===== src/hdl/rwt_pkg.sv =====
package rwt_pkg;

  localparam int unsigned SAMPLE_BITS_DEF = 12;

  localparam int unsigned CFG_IDX_W  = 3;
  localparam int unsigned CFG_DATA_W = 16;

  // fixed-point widths
  localparam int unsigned PCT_W  = 15;
  localparam int unsigned EASE_W = 9;
  localparam int unsigned CFG_W  = 12;
  localparam int unsigned MS_W   = 16;
  localparam int unsigned TIME_W = 32;
  localparam int unsigned P_W    = 26;  // signed delta * ease product

  localparam logic [PCT_W-1:0] FULL_PCT = 15'd25600;

  localparam int unsigned DRY_REF_RST = 3500;
  localparam int unsigned WET_REF_RST = 1500;

  // floor(x / 300) = (x * REC300) >> SH300 for x < 2^16
  localparam logic [16:0] REC300 = 17'd111849;
  localparam int unsigned SH300  = 25;
  // floor(x / 200) = (x * REC200) >> SH200 for x < 2^16
  localparam logic [16:0] REC200 = 17'd83887;
  localparam int unsigned SH200  = 24;
  localparam int unsigned REC_W  = 17;

  typedef enum logic [CFG_IDX_W-1:0] {
    CFG_DROP_THRESH  = 3'd0,
    CFG_MIN_SPAN     = 3'd1,
    CFG_EASE_WET     = 3'd2,
    CFG_EASE_DRY     = 3'd3,
    CFG_WET_DEBOUNCE = 3'd4,
    CFG_DRY_DEBOUNCE = 3'd5,
    CFG_MIN_WET_HOLD = 3'd6,
    CFG_MIN_DRY_HOLD = 3'd7
  } cfg_idx_e;

  typedef struct packed {
    logic [CFG_W-1:0]  drop_thresh;
    logic [CFG_W-1:0]  min_span;
    logic [EASE_W-1:0] ease_wet;
    logic [EASE_W-1:0] ease_dry;
    logic [MS_W-1:0]   wet_settle_ms;
    logic [MS_W-1:0]   dry_settle_ms;
    logic [MS_W-1:0]   min_wet_hold_ms;
    logic [MS_W-1:0]   min_dry_hold_ms;
  } cfg_t;

  localparam cfg_t CFG_RST = '{
    drop_thresh:     12'd200,
    min_span:        12'd100,
    ease_wet:        9'd64,
    ease_dry:        9'd16,
    wet_settle_ms:   16'd1000,
    dry_settle_ms:   16'd5000,
    min_wet_hold_ms: 16'd10000,
    min_dry_hold_ms: 16'd10000
  };

  typedef enum logic [2:0] {
    ST_IDLE,
    ST_JUDGE,
    ST_REFS,
    ST_SPAN,
    ST_DIV_START,
    ST_DIV_WAIT,
    ST_EASE,
    ST_FIN
  } state_e;

  typedef struct packed {
    logic load;
    logic judge;
    logic refs;
    logic span;
    logic div_start;
    logic ease;
    logic fin;
  } cmd_t;

  typedef struct packed {
    logic div_done;
  } sts_t;

endpackage


===== src/hdl/rwt_if.sv =====
interface rwt_in_if #(
  parameter int unsigned SAMPLE_BITS = rwt_pkg::SAMPLE_BITS_DEF
);
  logic                        valid;
  logic                        ready;
  logic [SAMPLE_BITS-1:0]      sample;
  logic                        hw_wet;
  logic [rwt_pkg::TIME_W-1:0]  time_ms;

  modport source (output valid, sample, hw_wet, time_ms, input ready);
  modport sink   (input valid, sample, hw_wet, time_ms, output ready);
endinterface

interface rwt_out_if;
  logic                       valid;
  logic                       ready;
  logic                       wet_now;
  logic [rwt_pkg::PCT_W-1:0]  wetness_pct;
  logic                       servo_wet;
  logic                       servo_moved;

  modport source (output valid, wet_now, wetness_pct, servo_wet, servo_moved, input ready);
  modport sink   (input valid, wet_now, wetness_pct, servo_wet, servo_moved, output ready);
endinterface

interface rwt_cfg_if;
  logic                            valid;
  logic                            ready;
  logic [rwt_pkg::CFG_IDX_W-1:0]   index;
  logic [rwt_pkg::CFG_DATA_W-1:0]  data;

  modport source (output valid, index, data, input ready);
  modport sink   (input valid, index, data, output ready);
endinterface


===== src/hdl/rwt_cfg.sv =====
module rwt_cfg (
  input  logic          clk_i,
  input  logic          rst_ni,
  rwt_cfg_if.sink       cfg_i,
  output rwt_pkg::cfg_t cfg_o
);
  import rwt_pkg::*;

  cfg_t cfg_q;

  assign cfg_i.ready = 1'b1;
  assign cfg_o       = cfg_q;

  always_ff @(posedge clk_i or negedge rst_ni) begin
    if (!rst_ni) begin
      cfg_q <= CFG_RST;
    end else if (cfg_i.valid) begin
      case (cfg_idx_e'(cfg_i.index))
        CFG_DROP_THRESH:  cfg_q.drop_thresh     <= cfg_i.data[CFG_W-1:0];
        CFG_MIN_SPAN:     cfg_q.min_span        <= cfg_i.data[CFG_W-1:0];
        CFG_EASE_WET:     cfg_q.ease_wet        <= cfg_i.data[EASE_W-1:0];
        CFG_EASE_DRY:     cfg_q.ease_dry        <= cfg_i.data[EASE_W-1:0];
        CFG_WET_DEBOUNCE: cfg_q.wet_settle_ms   <= cfg_i.data[MS_W-1:0];
        CFG_DRY_DEBOUNCE: cfg_q.dry_settle_ms   <= cfg_i.data[MS_W-1:0];
        CFG_MIN_WET_HOLD: cfg_q.min_wet_hold_ms <= cfg_i.data[MS_W-1:0];
        CFG_MIN_DRY_HOLD: cfg_q.min_dry_hold_ms <= cfg_i.data[MS_W-1:0];
        default: cfg_q <= cfg_q;
      endcase
    end
  end

endmodule


===== src/hdl/rwt_div.sv =====
module rwt_div #(
  parameter int unsigned NUM_W = 27,
  parameter int unsigned DEN_W = 12,
  parameter int unsigned QUO_W = 15
) (
  input  logic             clk_i,
  input  logic             rst_ni,
  input  logic             start_i,
  input  logic [NUM_W-1:0] num_i,
  input  logic [DEN_W-1:0] den_i,
  output logic             done_o,
  output logic             ovf_o,
  output logic [QUO_W-1:0] quo_o
);
  localparam int unsigned IW    = DEN_W + QUO_W;
  localparam int unsigned CNT_W = $clog2(QUO_W);

  logic [IW-1:0]    rem_q, dsh_q;
  logic [QUO_W-1:0] quo_q;
  logic [CNT_W-1:0] cnt_q;
  logic             run_q, done_q, ovf_q;

  logic [IW-1:0] num_ext;
  logic          ovf_c;
  logic          ge_c;

  assign num_ext = IW'(num_i);
  // quotient would not fit in QUO_W bits
  assign ovf_c   = (num_ext >> QUO_W) >= IW'(den_i);
  assign ge_c    = rem_q >= dsh_q;

  always_ff @(posedge clk_i or negedge rst_ni) begin
    if (!rst_ni) begin
      run_q  <= 1'b0;
      done_q <= 1'b0;
      cnt_q  <= '0;
    end else begin
      done_q <= 1'b0;
      if (start_i) begin
        if (ovf_c) begin
          done_q <= 1'b1;
          run_q  <= 1'b0;
        end else begin
          run_q <= 1'b1;
          cnt_q <= CNT_W'(QUO_W - 1);
        end
      end else if (run_q) begin
        if (cnt_q == '0) begin
          run_q  <= 1'b0;
          done_q <= 1'b1;
        end else begin
          cnt_q <= cnt_q - 1'b1;
        end
      end
    end
  end

  always_ff @(posedge clk_i) begin
    if (start_i) begin
      ovf_q <= ovf_c;
      rem_q <= num_ext;
      dsh_q <= IW'(den_i) << (QUO_W - 1);
      quo_q <= '0;
    end else if (run_q) begin
      if (ge_c) begin
        rem_q <= rem_q - dsh_q;
      end
      quo_q <= {quo_q[QUO_W-2:0], ge_c};
      dsh_q <= dsh_q >> 1;
    end
  end

  assign done_o = done_q;
  assign ovf_o  = ovf_q;
  assign quo_o  = quo_q;

endmodule


===== src/hdl/rwt_ctrl.sv =====
module rwt_ctrl (
  input  logic          clk_i,
  input  logic          rst_ni,
  input  logic          in_valid_i,
  output logic          in_ready_o,
  output logic          out_valid_o,
  input  logic          out_ready_i,
  output rwt_pkg::cmd_t cmd_o,
  input  rwt_pkg::sts_t sts_i
);
  import rwt_pkg::*;

  state_e state_q, state_d;
  logic   out_valid_q, out_valid_d;

  always_ff @(posedge clk_i or negedge rst_ni) begin
    if (!rst_ni) begin
      state_q     <= ST_IDLE;
      out_valid_q <= 1'b0;
    end else begin
      state_q     <= state_d;
      out_valid_q <= out_valid_d;
    end
  end

  always_comb begin
    state_d     = state_q;
    cmd_o       = '0;
    in_ready_o  = 1'b0;
    out_valid_d = out_valid_q;
    if (out_valid_q && out_ready_i) begin
      out_valid_d = 1'b0;
    end
    case (state_q)
      ST_IDLE: begin
        in_ready_o = 1'b1;
        if (in_valid_i) begin
          cmd_o.load = 1'b1;
          state_d    = ST_JUDGE;
        end
      end
      ST_JUDGE: begin
        cmd_o.judge = 1'b1;
        state_d     = ST_REFS;
      end
      ST_REFS: begin
        cmd_o.refs = 1'b1;
        state_d    = ST_SPAN;
      end
      ST_SPAN: begin
        cmd_o.span = 1'b1;
        state_d    = ST_DIV_START;
      end
      ST_DIV_START: begin
        cmd_o.div_start = 1'b1;
        state_d         = ST_DIV_WAIT;
      end
      ST_DIV_WAIT: begin
        if (sts_i.div_done) begin
          state_d = ST_EASE;
        end
      end
      ST_EASE: begin
        cmd_o.ease = 1'b1;
        state_d    = ST_FIN;
      end
      ST_FIN: begin
        // commit only when the output register is free or being emptied
        if (!out_valid_q || out_ready_i) begin
          cmd_o.fin   = 1'b1;
          out_valid_d = 1'b1;
          state_d     = ST_IDLE;
        end
      end
      default: begin
        state_d = ST_IDLE;
      end
    endcase
  end

  assign out_valid_o = out_valid_q;

endmodule


===== src/hdl/rwt_dp.sv =====
module rwt_dp #(
  parameter int unsigned SAMPLE_BITS = rwt_pkg::SAMPLE_BITS_DEF
) (
  input  logic                        clk_i,
  input  logic                        rst_ni,
  input  rwt_pkg::cmd_t               cmd_i,
  output rwt_pkg::sts_t               sts_o,
  input  rwt_pkg::cfg_t               cfg_i,
  input  logic [SAMPLE_BITS-1:0]      sample_i,
  input  logic                        hw_wet_i,
  input  logic [rwt_pkg::TIME_W-1:0]  time_ms_i,
  output logic                        wet_now_o,
  output logic [rwt_pkg::PCT_W-1:0]   wetness_pct_o,
  output logic                        servo_wet_o,
  output logic                        servo_moved_o
);
  import rwt_pkg::*;

  localparam int unsigned SB     = SAMPLE_BITS;
  localparam int unsigned SPAN_W = (SB > CFG_W) ? SB : CFG_W;
  localparam int unsigned NUM_W  = SB + PCT_W;
  localparam int unsigned MUL_W  = SB + REC_W;
  localparam logic [SB-1:0] DRY_RST = SB'(DRY_REF_RST);
  localparam logic [SB-1:0] WET_RST = SB'(WET_REF_RST);
  localparam logic signed [P_W-1:0] ROUND_HALF = P_W'(128);

  // captured item
  logic [SB-1:0]     raw_q;
  logic              hw_q;
  logic [TIME_W-1:0] now_q;
  // judge stage
  logic              wet_q, gap_neg_q, rise_q;
  logic [MUL_W-1:0]  prod300_q, prod200_q;
  // tracked state
  logic [SB-1:0]     dry_ref_q, wet_ref_q;
  logic [PCT_W-1:0]  shown_q;
  logic [TIME_W-1:0] wet_since_q, dry_since_q, last_move_q;
  logic              wsv_q, dsv_q, at_wet_q;
  // percentage path
  logic [SPAN_W-1:0] span_q;
  logic [NUM_W-1:0]  num_q;
  logic signed [P_W-1:0] p_q;
  // result
  logic              res_wet_q, res_moved_q;

  // judge
  logic [SPAN_W:0] sum_td_c;
  logic            wet_c, rise_c;
  logic [SB:0]     gap_c;
  logic [SB-1:0]   gap_abs_c, diff_up_c;

  assign sum_td_c  = (SPAN_W+1)'(raw_q) + (SPAN_W+1)'(cfg_i.drop_thresh);
  assign wet_c     = hw_q || (sum_td_c < (SPAN_W+1)'(dry_ref_q));
  assign gap_c     = {1'b0, dry_ref_q} - {1'b0, wet_ref_q};
  assign gap_abs_c = gap_c[SB] ? SB'(~gap_c + 1'b1) : gap_c[SB-1:0];
  assign rise_c    = !wet_c && (raw_q > dry_ref_q);
  assign diff_up_c = raw_q - dry_ref_q;

  // refs
  logic [SB-1:0] q300_c, q200_c;

  assign q300_c = SB'(prod300_q >> SH300);
  assign q200_c = SB'(prod200_q >> SH200);

  // span and numerator from the updated refs
  logic [SB:0]       sd_c;
  logic [SPAN_W-1:0] span_a_c, span_m_c, span_b_c;
  logic [SB-1:0]     drop_c;

  assign sd_c     = {1'b0, dry_ref_q} - {1'b0, wet_ref_q};
  assign span_a_c = sd_c[SB] ? '0 : SPAN_W'(sd_c[SB-1:0]);
  assign span_m_c = SPAN_W'(cfg_i.min_span);
  assign span_b_c = (span_a_c > span_m_c) ? span_a_c : span_m_c;
  assign drop_c   = (raw_q < dry_ref_q) ? (dry_ref_q - raw_q) : '0;

  // divider
  logic             div_done, div_ovf;
  logic [PCT_W-1:0] div_quo;

  rwt_div #(
    .NUM_W (NUM_W),
    .DEN_W (SPAN_W),
    .QUO_W (PCT_W)
  ) u_div (
    .clk_i   (clk_i),
    .rst_ni  (rst_ni),
    .start_i (cmd_i.div_start),
    .num_i   (num_q),
    .den_i   (span_q),
    .done_o  (div_done),
    .ovf_o   (div_ovf),
    .quo_o   (div_quo)
  );

  assign sts_o.div_done = div_done;

  // ease
  logic [PCT_W-1:0]        target_c;
  logic signed [PCT_W:0]   delta_c;
  logic [EASE_W-1:0]       ease_c;
  logic signed [EASE_W:0]  ease_s_c;
  logic signed [P_W-1:0]   p_c;

  assign target_c = (div_ovf || (div_quo > FULL_PCT)) ? FULL_PCT : div_quo;
  assign delta_c  = $signed({1'b0, target_c}) - $signed({1'b0, shown_q});
  assign ease_c   = wet_q ? cfg_i.ease_wet : cfg_i.ease_dry;
  assign ease_s_c = $signed({1'b0, ease_c});
  assign p_c      = P_W'(delta_c) * P_W'(ease_s_c);

  // final: level update and actuator
  logic signed [P_W-1:0] step_c, lvl_c;
  logic [PCT_W-1:0]      shown_c;
  logic [TIME_W-1:0]     wet_since_c, dry_since_c, dwell_c;
  logic                  req_wet_c, req_dry_c, go_wet_c, go_dry_c, moved_c;

  assign step_c  = (p_q + ROUND_HALF) >>> 8;
  assign lvl_c   = P_W'($signed({1'b0, shown_q})) + step_c;
  assign shown_c = (lvl_c < 0) ? '0 :
                   (lvl_c > P_W'($signed({1'b0, FULL_PCT}))) ? FULL_PCT :
                   lvl_c[PCT_W-1:0];

  // an episode opens on the first step of its kind
  assign wet_since_c = (wet_q && !wsv_q) ? now_q : wet_since_q;
  assign dry_since_c = (!wet_q && !dsv_q) ? now_q : dry_since_q;
  assign req_wet_c   = wet_q && ((now_q - wet_since_c) >= TIME_W'(cfg_i.wet_settle_ms));
  assign req_dry_c   = !wet_q && ((now_q - dry_since_c) >= TIME_W'(cfg_i.dry_settle_ms));
  assign dwell_c     = now_q - last_move_q;
  assign go_wet_c    = !at_wet_q && req_wet_c && (dwell_c >= TIME_W'(cfg_i.min_dry_hold_ms));
  assign go_dry_c    = at_wet_q && req_dry_c && (dwell_c >= TIME_W'(cfg_i.min_wet_hold_ms));
  assign moved_c     = go_wet_c || go_dry_c;

  always_ff @(posedge clk_i or negedge rst_ni) begin
    if (!rst_ni) begin
      dry_ref_q   <= DRY_RST;
      wet_ref_q   <= WET_RST;
      shown_q     <= '0;
      wet_since_q <= '0;
      dry_since_q <= '0;
      last_move_q <= '0;
      wsv_q       <= 1'b0;
      dsv_q       <= 1'b0;
      at_wet_q    <= 1'b0;
      res_wet_q   <= 1'b0;
      res_moved_q <= 1'b0;
    end else begin
      if (cmd_i.refs) begin
        if (wet_q) begin
          if (raw_q < wet_ref_q) begin
            wet_ref_q <= raw_q;
          end
        end else begin
          wet_ref_q <= gap_neg_q ? (wet_ref_q - q300_c) : (wet_ref_q + q300_c);
        end
        if (rise_q) begin
          dry_ref_q <= dry_ref_q + q200_c;
        end
      end
      if (cmd_i.fin) begin
        shown_q     <= shown_c;
        wet_since_q <= wet_since_c;
        dry_since_q <= dry_since_c;
        wsv_q       <= wet_q;
        dsv_q       <= !wet_q;
        at_wet_q    <= at_wet_q ^ moved_c;
        if (moved_c) begin
          last_move_q <= now_q;
        end
        res_wet_q   <= wet_q;
        res_moved_q <= moved_c;
      end
    end
  end

  always_ff @(posedge clk_i) begin
    if (cmd_i.load) begin
      raw_q <= sample_i;
      hw_q  <= hw_wet_i;
      now_q <= time_ms_i;
    end
    if (cmd_i.judge) begin
      wet_q     <= wet_c;
      gap_neg_q <= gap_c[SB];
      rise_q    <= rise_c;
      prod300_q <= MUL_W'(gap_abs_c) * MUL_W'(REC300);
      prod200_q <= MUL_W'(diff_up_c) * MUL_W'(REC200);
    end
    if (cmd_i.span) begin
      span_q <= (span_b_c == '0) ? SPAN_W'(1) : span_b_c;
      num_q  <= NUM_W'(drop_c) * NUM_W'(FULL_PCT);
    end
    if (cmd_i.ease) begin
      p_q <= p_c;
    end
  end

  assign wet_now_o     = res_wet_q;
  assign wetness_pct_o = shown_q;
  assign servo_wet_o   = at_wet_q;
  assign servo_moved_o = res_moved_q;

endmodule


===== src/hdl/rain_wetness_tracker_core.sv =====
// Rain plate wetness tracker.
// in_i  : one beat per plate reading (sample, hw_wet, time_ms), valid/ready.
// out_o : one beat per input beat (wet_now, wetness_pct Q7.8, servo_wet,
//         servo_moved), valid/ready, in input order.
// cfg_i : register writes (index, data), always ready; write only while idle.
// Each item runs through judge, reference update, span/numerator, a
// 15-step shift-subtract divider for the percentage, easing and the
// actuator update. When the quotient would not fit in 15 bits the divider
// skips its steps and the level target saturates. in_i.ready rises together
// with out_o.valid, so an item is only taken once the previous one is done.
// The result sits in an output register; a new item is taken while it waits.
// If out_o stalls, the next item runs up to its final step and holds there
// until the waiting beat is taken.
// Reset clears all tracked state to its power-up values (dry ref 3500,
// wet ref 1500, level 0, actuator at dry) and reloads register defaults.
module rain_wetness_tracker_core #(
  parameter int unsigned SAMPLE_BITS = rwt_pkg::SAMPLE_BITS_DEF
) (
  input  logic      clk_i,
  input  logic      rst_ni,
  rwt_in_if.sink    in_i,
  rwt_out_if.source out_o,
  rwt_cfg_if.sink   cfg_i
);
  import rwt_pkg::*;

  cfg_t cfg;
  cmd_t cmd;
  sts_t sts;

  rwt_cfg u_cfg (
    .clk_i  (clk_i),
    .rst_ni (rst_ni),
    .cfg_i  (cfg_i),
    .cfg_o  (cfg)
  );

  rwt_ctrl u_ctrl (
    .clk_i       (clk_i),
    .rst_ni      (rst_ni),
    .in_valid_i  (in_i.valid),
    .in_ready_o  (in_i.ready),
    .out_valid_o (out_o.valid),
    .out_ready_i (out_o.ready),
    .cmd_o       (cmd),
    .sts_i       (sts)
  );

  rwt_dp #(
    .SAMPLE_BITS (SAMPLE_BITS)
  ) u_dp (
    .clk_i         (clk_i),
    .rst_ni        (rst_ni),
    .cmd_i         (cmd),
    .sts_o         (sts),
    .cfg_i         (cfg),
    .sample_i      (in_i.sample),
    .hw_wet_i      (in_i.hw_wet),
    .time_ms_i     (in_i.time_ms),
    .wet_now_o     (out_o.wet_now),
    .wetness_pct_o (out_o.wetness_pct),
    .servo_wet_o   (out_o.servo_wet),
    .servo_moved_o (out_o.servo_moved)
  );

  // one item in flight: busy right after an input beat
  assert property (@(posedge clk_i) disable iff (!rst_ni)
    (in_i.valid && in_i.ready) |=> !in_i.ready)
    else $error("input taken while an item is in flight");

  assert property (@(posedge clk_i) disable iff (!rst_ni)
    out_o.valid |-> (out_o.wetness_pct <= FULL_PCT))
    else $error("wetness level above full scale");

  // a wet step can only move the actuator to wet, a dry step only to dry
  assert property (@(posedge clk_i) disable iff (!rst_ni)
    (out_o.valid && out_o.servo_moved) |-> (out_o.servo_wet == out_o.wet_now))
    else $error("actuator moved against the current condition");

endmodule

===== src/flat_wrapper.sv =====
// flat-port wrapper written by rule: the top's interface ports become plain ports
module rain_wetness_tracker_core_flat import rwt_pkg::*;
#(
  parameter int unsigned SAMPLE_BITS = rwt_pkg::SAMPLE_BITS_DEF
)
  (clk_i, rst_ni, in_i_valid, in_i_sample, in_i_hw_wet, in_i_time_ms, in_i_ready, out_o_valid, out_o_wet_now, out_o_wetness_pct, out_o_servo_wet, out_o_servo_moved, out_o_ready, cfg_i_valid, cfg_i_index, cfg_i_data, cfg_i_ready);
  rwt_in_if #(.SAMPLE_BITS(SAMPLE_BITS)) in_i_i ();
  rwt_out_if out_o_i ();
  rwt_cfg_if cfg_i_i ();
  input  logic clk_i;
  input  logic rst_ni;
  input wire logic [$bits(in_i_i.valid)-1:0] in_i_valid;
  input wire logic [$bits(in_i_i.sample)-1:0] in_i_sample;
  input wire logic [$bits(in_i_i.hw_wet)-1:0] in_i_hw_wet;
  input wire logic [$bits(in_i_i.time_ms)-1:0] in_i_time_ms;
  output wire logic [$bits(in_i_i.ready)-1:0] in_i_ready;
  output wire logic [$bits(out_o_i.valid)-1:0] out_o_valid;
  output wire logic [$bits(out_o_i.wet_now)-1:0] out_o_wet_now;
  output wire logic [$bits(out_o_i.wetness_pct)-1:0] out_o_wetness_pct;
  output wire logic [$bits(out_o_i.servo_wet)-1:0] out_o_servo_wet;
  output wire logic [$bits(out_o_i.servo_moved)-1:0] out_o_servo_moved;
  input wire logic [$bits(out_o_i.ready)-1:0] out_o_ready;
  input wire logic [$bits(cfg_i_i.valid)-1:0] cfg_i_valid;
  input wire logic [$bits(cfg_i_i.index)-1:0] cfg_i_index;
  input wire logic [$bits(cfg_i_i.data)-1:0] cfg_i_data;
  output wire logic [$bits(cfg_i_i.ready)-1:0] cfg_i_ready;
  assign in_i_i.valid = in_i_valid;
  assign in_i_i.sample = in_i_sample;
  assign in_i_i.hw_wet = in_i_hw_wet;
  assign in_i_i.time_ms = in_i_time_ms;
  assign in_i_ready = in_i_i.ready;
  assign out_o_valid = out_o_i.valid;
  assign out_o_wet_now = out_o_i.wet_now;
  assign out_o_wetness_pct = out_o_i.wetness_pct;
  assign out_o_servo_wet = out_o_i.servo_wet;
  assign out_o_servo_moved = out_o_i.servo_moved;
  assign out_o_i.ready = out_o_ready;
  assign cfg_i_i.valid = cfg_i_valid;
  assign cfg_i_i.index = cfg_i_index;
  assign cfg_i_i.data = cfg_i_data;
  assign cfg_i_ready = cfg_i_i.ready;
  rain_wetness_tracker_core #(.SAMPLE_BITS(SAMPLE_BITS)) u_core (.clk_i(clk_i), .rst_ni(rst_ni), .in_i(in_i_i), .out_o(out_o_i), .cfg_i(cfg_i_i));
endmodule

===== config.mk =====
export PLATFORM = sky130hd
export DESIGN_NAME = rain_wetness_tracker_core_flat
export DESIGN_NICKNAME = d
export VERILOG_FILES = /design/src/hdl/rwt_pkg.sv /design/src/hdl/rwt_if.sv /design/src/hdl/rwt_cfg.sv /design/src/hdl/rwt_div.sv /design/src/hdl/rwt_ctrl.sv /design/src/hdl/rwt_dp.sv /design/src/hdl/rain_wetness_tracker_core.sv /design/src/flat_wrapper.sv
export SDC_FILE = /design/constraint.sdc
export NUM_CORES = 2
export LEC_CHECK = 0
export ABC_CLOCK_PERIOD_IN_PS = 10900
export BUFFER_PORTS_ARGS = -buffer_cell sky130_fd_sc_hd__buf_2
export CAP_MARGIN = 20
export CORE_MARGIN = 5
export CORE_UTILIZATION = 40
export DETAILED_ROUTE_END_ITERATION = 7
export PLACE_DENSITY = 0.63
export SLEW_MARGIN = 5
export SYNTH_ARGS = -nofsm -noshare
export SYNTH_HDL_FRONTEND = slang
export SYNTH_SLANG_ARGS = --single-unit

===== constraint.sdc =====
create_clock -name clk_i -period 10.9 [get_ports clk_i]
set_input_delay 1.09 -clock clk_i [delete_from_list [all_inputs] [get_ports clk_i]]
set_output_delay 1.09 -clock clk_i [all_outputs]
set_load 0.1 [all_outputs]

==> reports/results.md <==
| Step | Metric | Value |
| --- | --- | --- |
| setup path | Crit end category | flip-flop |
| route | Vias | 31300 |
| hold path | Worst min-delay path endpoint | u_core.u_dp.servo_moved_o$_DFFE_PN0P_ |
| synth | Synth warnings | 0 |
| setup path | Crit-path max cell delay | 0.67 ns |
| sta | Achievable frequency | 99.6 MHz |
| setup path | CP required | 11.24 ns |
| setup path | Largest delay contributor family on the critical path | compound AO/OA/AOI/OAI gates |
| synth | Number of enable flip-flop cells after synthesis | 145 |
| route | Antenna-violating nets left | 0 |
| clocking | CTS Hold Buffers Added | 0 |
| synth | Cell area after synthesis | 42600 µm² |
| sta | Final setup violating endpoints | 0 |
| place | Count of buffers inserted at the top-level ports | 88 |
| setup path | Worst-path cell with the longest stage delay | xor2_1 |
| clocking | Number of buffers inserted to repair setup after CTS | 0 |
| clocking | Clock tree from TritonCTS | done |
| synth | Number of synthesized register bits | 429 |
| floorplan | Floorplan row count | 119 |
| synth | Number of different library cells in the post-synthesis netlist | 90 |
| setup path | Slack of the worst reg-to-reg path | 0.86 ns |
| global route | Global-route wire length before repair | 167000 µm |
| sta | Worst-margin pin slew | 1.05 ns |
| route | Via-to-Cell Ratio | 5.22 |
| floorplan | # IOs | 90 |
| route | Routed wire length per instance | 17.2 µm |
| place | Final weighted congestion in routability-driven placement | 0.897 |
| hold path | Min-delay worst type | flip-flop to flip-flop |
| synth | Syn nets | 5444 |
| global route | Total gr overflow | 0 |
| global route | Global-route total usage across every layer | 18.2% |
| clocking | Insertion delay to the later sink of the worst-skew pair | 0.63 ns |
| clocking | Clock buffer count from CTS | 54 |
| sta | Final Max Slew Viols | 0 |
| setup path | Critical setup path kind | flip-flop to flip-flop |
| route | Total DRC errors in the routed layout | 0 |
| clocking | H-tree lvl count | 2 |
| setup path | Buffers & Inverters on Critical Path | 3 |
| floorplan | Total core area | 106000 µm² |
| final layout | Layout cell share with drive strength beyond 1 | 9.46% |
| synth | Most area-consuming cells after synthesis | ha_1 17%, fa_1 13%, dfrtp_1 12% |
| synth | Average size of a mapped cell | 9.47 µm² |
| outcome | Status | completed |
| clocking | Post-cts gate resize count | 0 |
| sta | Rel. slew slack | 29.5% |
| final layout | Nets | 5502 |
| setup path | Worst r2r dst | u_core.u_dp.p_q[25]$_DFFE_PP_ |
| global route | Antenna violations before repair | 17 |
| route | TritonRoute pass-1 iters | 7 |
| floorplan | Starting density of the core | 40.4% |
| synth | Yosys top cell area share | 17.4% |
| setup path | Data arrival time of the critical path | 10.38 ns |
| synth | Sequential area share after synthesis | 26.7% |
| clocking | Cell at the root of the clock tree | clkbuf_16 |
| global route | Number of global-route vias before repair | 31600 |
| sta | Final period demand of the worst path | 10.04 ns |
| setup path | Most frequent cell on the critical path | fa_1 |
| synth | Post-synth top area cell | ha_1 |
| floorplan | Overall die area | 113000 µm² |
| sta | Fin. Hold Viols | 0 |
| setup path | Worst reg-to-reg path cell count | 36 |
| synth | Cells after synthesis | 4505 |
| global route | Maximum number of pins on one net before global-route repair | 156 |
| hold path | Hold path depth | 1 |
| final layout | Area Growth Syn to Fin | 9.44% |
| route | Number of DRC markers after the initial detailed-route iteration | 1782 |
| job | Max capacitance violation total | 0 |
| setup path | Max FO, Critical Path | 13 |
| synth | Proportion of register bits with asynchronous set or reset after synthesis | 59.4% |
| place | DP Wirelength | 81700 µm |
| hold path | Startpoint of the worst hold path | u_core.u_dp.servo_moved_o$_DFFE_PN0P_ |
| setup path | CP startpoint kind | flip-flop |
| sta | Final TNS setup | 0 ns |
| floorplan | Floorplan die height | 337 µm |
| sta | Setup repair after global routing missed its margin | no |
| route | Sum of routed wire length over all layers | 104000 µm |
| synth | Post-synth top flop | dfrtp_1 |
| setup path | Reg-to-reg startpoint | u_core.u_dp.u_div.quo_o[2]$_SDFFE_PP0P_ |
| clocking | Clock edge transition at the registers on the reported setup and hold paths | 0.06 ns |
| clocking | TritonCTS Sinks | 429 |
| sta | Tcrit/Tclk final | 92.1% |
| floorplan | Die Width | 337 µm |
| clocking | Clock tree buffer depth | 3 |
| sta | Clock skew after layout | 0.0282 ns |
[cells by family after synthesis]
family | after synthesis | share of synthesized area [%]
compound gates | 901 | 13.5
xor+xnor | 240 | 4.93
fa+ha+maj | 870 | 30.4
buf+inv | 823 | 7.31
flops | 429 | 26.7
mux | 240 | 6.29
other cells | 1 | 0.00879
simple gates | 1001 | 10.9
[metal layers]
layer / vias up / GRT usage [%] / wire [µm]
met5: - / 0 / 90
met4: 14 / 4.40 / 2320
met3: 148 / 2.85 / 5130
met2: 564 / 29.9 / 46900
met1: 15200 / 25.4 / 49100
li1: 15500 / - / -
[registers in the layout, summed over array words and instances (netlist names), 12 cells and up]
register,count
u_core.u_dp.u_div.dsh_q,26
u_core.u_cfg.cfg_o,106
u_core.u_dp.raw_q,12
u_core.u_dp.wet_since_q,32
u_core.u_dp.dry_since_q,32
u_core.u_dp.num_q,17
u_core.u_dp.u_div.rem_q,27
u_core.u_dp.dry_ref_q,12
u_core.u_dp.p_q,19
u_core.u_dp.wetness_pct_o,15
u_core.u_dp.u_div.quo_o,15
u_core.u_dp.wet_ref_q,12
u_core.u_dp.last_move_q,32
u_core.u_dp.now_q,32
u_core.u_dp.span_q,12
[cell usage in the layout (no fill, tap or decap), drive strengths merged, types with 145 or more instances in the layout]
| cell type | Yosys | layout |
|---|---|---|
| dfrtp | 212 | 212 |
| ha | 594 | 594 |
| fa | 276 | 276 |
| nor2 | 268 | 268 |
| a21oi | 246 | 246 |
| inv | 706 | 708 |
| xnor2 | 159 | 159 |
| o21ai | 240 | 240 |
| nand2 | 342 | 342 |
| edfxtp | 145 | 145 |
[through the flow]
stage                     hold WS [ns]  instance area (µm²)  utilization [%]  cells  worst slack (ns)
after floorplan                  0.442                42600                -   4505              2.37
after global placement           0.454                44700             42.3   5897              1.12
after detailed placement         0.463                44700             42.3   5897             0.924
after CTS                        0.477                46600             44.2   5998             0.904
after global routing             0.497                46700             44.2   5999            0.0105
final                            0.472                46700             44.2   6003             0.864
[worst max-delay path by stage]
stage	start	end	slack (ns)	cells past startpoint
final	u_core.u_dp.u_div.quo_o[2]$_SDFFE_PP0P_	u_core.u_dp.p_q[25]$_DFFE_PP_	0.86	36
after floorplan	u_core.u_dp.u_div.quo_o[9]$_SDFFE_PP0P_	u_core.u_dp.p_q[25]$_DFFE_PP_	2.37	37
after global placement	u_core.u_dp.u_div.quo_o[2]$_SDFFE_PP0P_	u_core.u_dp.p_q[25]$_DFFE_PP_	1.12	36
after detailed placement	u_core.u_dp.u_div.quo_o[2]$_SDFFE_PP0P_	u_core.u_dp.p_q[25]$_DFFE_PP_	0.92	36
after CTS	u_core.u_dp.u_div.quo_o[2]$_SDFFE_PP0P_	u_core.u_dp.p_q[25]$_DFFE_PP_	0.90	36
after global routing	u_core.u_dp.u_div.quo_o[2]$_SDFFE_PP0P_	u_core.u_dp.p_q[25]$_DFFE_PP_	0.01	36
[final cells by class]
type | count | area [µm²]
tap | 1391 | 1740
clock inverter | 26 | 415
fill | 10100 | 58900
inverter | 707 | 2650
sequential | 429 | 11400
timing repair buffer | 118 | 696
clock buffer | 75 | 1560
antenna | 4 | 10.0
multi-input combinational | 3253 | 28200
[synth_stat cells (25+ instances only)]
library cell	n
inv_1	706
ha_1	594
nand2_1	342
fa_1	276
nor2_1	268
a21oi_1	245
o21ai_0	235
dfrtp_1	212
xnor2_1	159
edfxtp_1	145
a21o_1	117
mux2_2	109
clkbuf_1	104
mux2i_1	102
xor2_1	81
nand3_1	60
nor3_1	56
nand2b_1	53
nor2b_1	46
dfstp_2	43
nand4_1	40
o21bai_1	36
o21a_1	33
and2_1	30
dfxtp_1	29
mux2_4	29
a211oi_1	26
a21boi_0	25
o211ai_1	25
[worst register-to-register path, delay by kind of cell (launching register included)]
kind / cells / cell delay [ns]
buffers and inverters: 3 / 0.15
and+or+nand+nor: 6 / 0.95
DFF: 1 / 0.33
adders and majority gates: 8 / 3.53
AOI/OAI and AO/OA: 16 / 3.87
xor gates and xnor gates: 3 / 0.94
Power is not shown: default switching activity piles up to over one toggle a cycle in this logic, so the estimate is an artifact.
